$ cat src/sv/plct_div.sv
`timescale 1ns / 1ps
// ----------------------------------------------------------------------------
// Per-label centroid table divider
// Restoring divider that produces one quotient bit per cycle.
// ----------------------------------------------------------------------------
module plct_div #(
	parameter int NUM_W = 48,
	parameter int DEN_W = 25
) (
	input  logic             clk,
	input  logic             arst_n,
	input  logic             start,
	input  logic [NUM_W-1:0] num,
	input  logic [DEN_W-1:0] den,
	output logic             done,
	output logic [NUM_W-1:0] quot
);

	localparam int STEP_W = $clog2(NUM_W + 1);

	logic             busy_q;
	logic             done_q;
	logic [STEP_W-1:0] cnt_q;
	logic [NUM_W-1:0] quot_q;
	logic [DEN_W-1:0] rem_q;
	logic [DEN_W-1:0] den_q;
	logic [DEN_W:0]   trial;
	logic [DEN_W:0]   diff;
	logic             ge;

	assign trial = {rem_q, quot_q[NUM_W-1]};
	assign ge    = trial >= {1'b0, den_q};
	assign diff  = trial - {1'b0, den_q};

	always_ff @(posedge clk or negedge arst_n) begin
		if (!arst_n) begin
			busy_q <= 1'b0;
			done_q <= 1'b0;
			cnt_q  <= '0;
		end else begin
			done_q <= 1'b0;
			if (start) begin
				busy_q <= 1'b1;
				cnt_q  <= STEP_W'(NUM_W);
			end else if (busy_q) begin
				cnt_q <= cnt_q - 1'b1;
				if (cnt_q == STEP_W'(1)) begin
					busy_q <= 1'b0;
					done_q <= 1'b1;
				end
			end
		end
	end

	always_ff @(posedge clk) begin
		if (start) begin
			quot_q <= num;
			rem_q  <= '0;
			den_q  <= den;
		end else if (busy_q) begin
			quot_q <= {quot_q[NUM_W-2:0], ge};
			rem_q  <= ge ? diff[DEN_W-1:0] : trial[DEN_W-1:0];
		end
	end

	assign done = done_q;
	assign quot = quot_q;

endmodule

$ cat config.mk
export PLATFORM = sky130hd
export DESIGN_NAME = plct_div
export DESIGN_NICKNAME = d
export VERILOG_FILES = /design/src/sv/plct_div.sv
export SDC_FILE = /design/constraint.sdc
export NUM_CORES = 1
export LEC_CHECK = 0
export ABC_AREA = 1
export BUFFER_PORTS_ARGS = -buffer_cell sky130_fd_sc_hd__buf_2
export CORE_ASPECT_RATIO = 1.4
export CORE_MARGIN = 2
export CORE_UTILIZATION = 40
export CTS_CLUSTER_SIZE = 12
export DETAILED_ROUTE_END_ITERATION = 6
export GPL_ROUTABILITY_DRIVEN = 0
export GPL_TIMING_DRIVEN = 0
export PLACE_DENSITY = 0.57
export SLEW_MARGIN = 20
export SYNTH_ARGS = -nofsm -noshare
export SYNTH_HDL_FRONTEND = slang
export SYNTH_SLANG_ARGS = --single-unit
$ cat constraint.sdc
create_clock -name clk -period 3.6 [get_ports clk]
set_input_delay 0 -clock clk [delete_from_list [all_inputs] [get_ports clk]]
set_output_delay 0 -clock clk [all_outputs]
set_load 0.005 [all_outputs]
==> reports/metrics.cfg <==
[critical_path]
end_kind=flop
path_max_fanout=10
path_cells=inv_1 -> ha_1 -> inv_1 -> fa_1 -> nand3_1 -> nand3_1 -> nand2_2 -> nand3_4 -> buf_8 -> nand2_1 -> nand2_1
critPathLaunchType=flop
arrival_ps=2710
cpPeakStageDelay_ps=460
cp_slowest_cell=fa_1
required_ps=3740
criticalPathCategory=flop to flop

[routing]
drtIter0Drc=307
wire_per_inst_um=13.7
routed_wl_mm=17.4
vias_per_cell=4.65
post-route-drc-count=0
vias=5923
first_pass_iters=4
drtAntennaViolNets=0

[worst_hold_path]
min_path_type=input port to async pin

[pwr]
power_density_nw_per_um2=549
switching_share=0.401
clkPwrFrac=0.220
p_int_w=0.00274
vdd_drop_max_mv=0.248
p_sw_w=0.00184
p_comb_frac=0.429
seq_power_share=0.351
p_leak_nw=4.38

[cts]
root_buffer=clkbuf_16
ctsHtreeMaxLevel=3
clkTransAtPathRegs_ps=80
cts_tree=built
cts_buffers=9
cts_setup_buffers=0
ctsResizeCount=0
clock_latency_ps=380
clockBufferDepth=2
clkSinkCount=106

[synth]
synthesis.area_um2=6430
synthCells=862
ys_warn_count=0
synth_edf_count=73
synthArstFlopShare=0.0755
ys_ff_latch=106
syn_area_per_cell_um2=7.46
synth_nets=966
yosysSeqAreaShare=0.450
synth_cell_types=35
synth_ff_type=edfxtp_1

[placed_design]
post-place-ws_ps=1030
placed_cells=1183
hpwl_mm=12.6
placed_area_um2=7320
io_buffers=124

[timing]
hold_violations=0
setup_viol=0
hold_ws_ps=16.4
max_slew_margin=0.532
worst_slack_ps=1030
grt_setup_unrepaired=no
fin_crit_sh=0.714
tightest_slew_ps=702
drv_slew=0
finalClockSkew_ps=12.2
fmax_mhz=389
min_period_ps=2570

[cells_and_area]
syn2layout_area_growth_pct=29.8
fin_nets=1176
diodes=0
drive_gt1_frac=0.171
fin_area_um2=8350
final_util=0.533
stdcell_count=1273

[die]
start_util=0.410
die_w_um=111
rows=54
dieArea_um2=17100
core_um2=15700
pin_count=125
die-height_um=154

[global_route]
grt_max_degree=44
busiest_layer=met2
grt_use_met1=0.230
antenna_found_initial=0
grt_pass1_wl_mm=28.8
grt_pass1_vias=6103
use_met2=0.397
overflow=0
grt_use_total=0.209
met3_usage=0.0339

[job]
cap_violations=0

[status]
status=finished, final reports clean

[metrics by stage]
stage          setup TNS, ps  power, W
6_report                   0   0.00458
4_1_cts                    0   0.00460
3_3_place_gp          -38890   0.00353
2_1_floorplan              0   0.00302
3_5_place_dp               0   0.00354
5_1_grt                    0   0.00494
[state kept, by name (all words and copies together) (netlist names)]
register / flops
quot: 48
cnt_q: 6
rem_q: 25
busy_q: 1
den_q: 25
done: 1
[power groups by stage]
stage | clock, W | sequential [W] | combinational, W
6_report | 0.00101 | 0.00161 | 0.00197
5_1_grt | 0.00107 | 0.00164 | 0.00224
4_1_cts | 0.00102 | 0.00161 | 0.00197
3_5_place_dp | 0 | 0.00163 | 0.00190
3_3_place_gp | 0 | 0.00163 | 0.00190
2_1_floorplan | 0 | 0.00162 | 0.00141
[Yosys cell counts, types with 2 or more instances]
master | instances | area share
nor2_1 | 28 | 0.016
nand3b_1 | 3 | 0.0035
dfrtp_1 | 8 | 0.031
clkinv_1 | 2 | 0.0012
nand2_1 | 364 | 0.21
dfxtp_1 | 25 | 0.078
edfxtp_1 | 73 | 0.34
or2_1 | 2 | 0.0019
a21oi_1 | 15 | 0.012
buf_8 | 2 | 0.0047
o21ai_0 | 11 | 0.0086
inv_2 | 4 | 0.0023
ha_1 | 27 | 0.053
nand3_1 | 48 | 0.037
nor2_2 | 8 | 0.0078
o21ai_1 | 4 | 0.0031
clkbuf_1 | 13 | 0.0076
and2_1 | 2 | 0.0019
xnor2_1 | 12 | 0.016
nand3_2 | 9 | 0.014
inv_1 | 144 | 0.084
nand2_2 | 7 | 0.0068
nand3_4 | 2 | 0.0054
buf_2 | 7 | 0.0054
nand4_1 | 32 | 0.031
[kinds of logic after synthesis]
logic type,count (synthesis),synth area share
adders and majority gates,28,0.0556
buffers and inverters,173,0.106
AOI/OAI and AO/OA,33,0.0282
xor gates and xnor gates,13,0.0177
DFF,106,0.450
and+or+nand+nor,509,0.343
[final cells by class]
class / instances / area [µm²]
buffer: 23 / 121
clock inverter: 7 / 62.6
tap: 196 / 245
fill: 1574 / 7320
multi-input combinational: 583 / 2860
clock buffer: 9 / 225
inverter: 150 / 563
sequential: 106 / 2890
timing repair buffer: 199 / 1380
[routing by layer]
metal | share of wire | wire, µm
met1 | 0.41 | 7120
met2 | 0.53 | 9170
met3 | 0.043 | 745
met4 | 0.022 | 375
met5 | 0 | 0
[what timing repair did]
item,in CTS,in global routing
endpoints found under the setup margin,0,0
hold buffers,74,0
endpoints found under the hold margin,81,0
[path summary, 6_finish.rpt]
check / cells after the start / slack, ps / startpoint / to
max in group asynchronous: 2 / 3410 / arst_n / cnt_q[1]
worst min-delay path: 2 / 20 / arst_n / cnt_q[2]
worst max-delay path: 11 / 1030 / quot[47] / quot[0]
worst max register to register: 11 / 1030 / quot[47] / quot[0]
min in group clk: 1 / 220 / start / den_q[21]
worst min register to register: 2 / 460 / rem_q[24] / rem_q[24]
[worst max-delay path, delay by kind of cell, from the launching register on]
family | cells | cell delay, ps
adders and majority gates | 2 | 640
buffers and inverters | 3 | 410
DFF | 1 | 390
and+or+nand+nor | 6 | 900
[cell usage in the layout (no fill, tap or decap), drive strengths merged, types with 3 or more instances in the layout]
cell type	n
or2	3
a21oi	16
nor2	36
clkinv	5
dfrtp	8
nand4	32
ha	27
edfxtp	73
nand3	59
inv	151
nand2	371
xnor2	12
buf	135
clkbuf	22
nand3b	3
dlygate4sd3	74
dfxtp	25
o21ai	16
(Power assumes the default switching activity.)
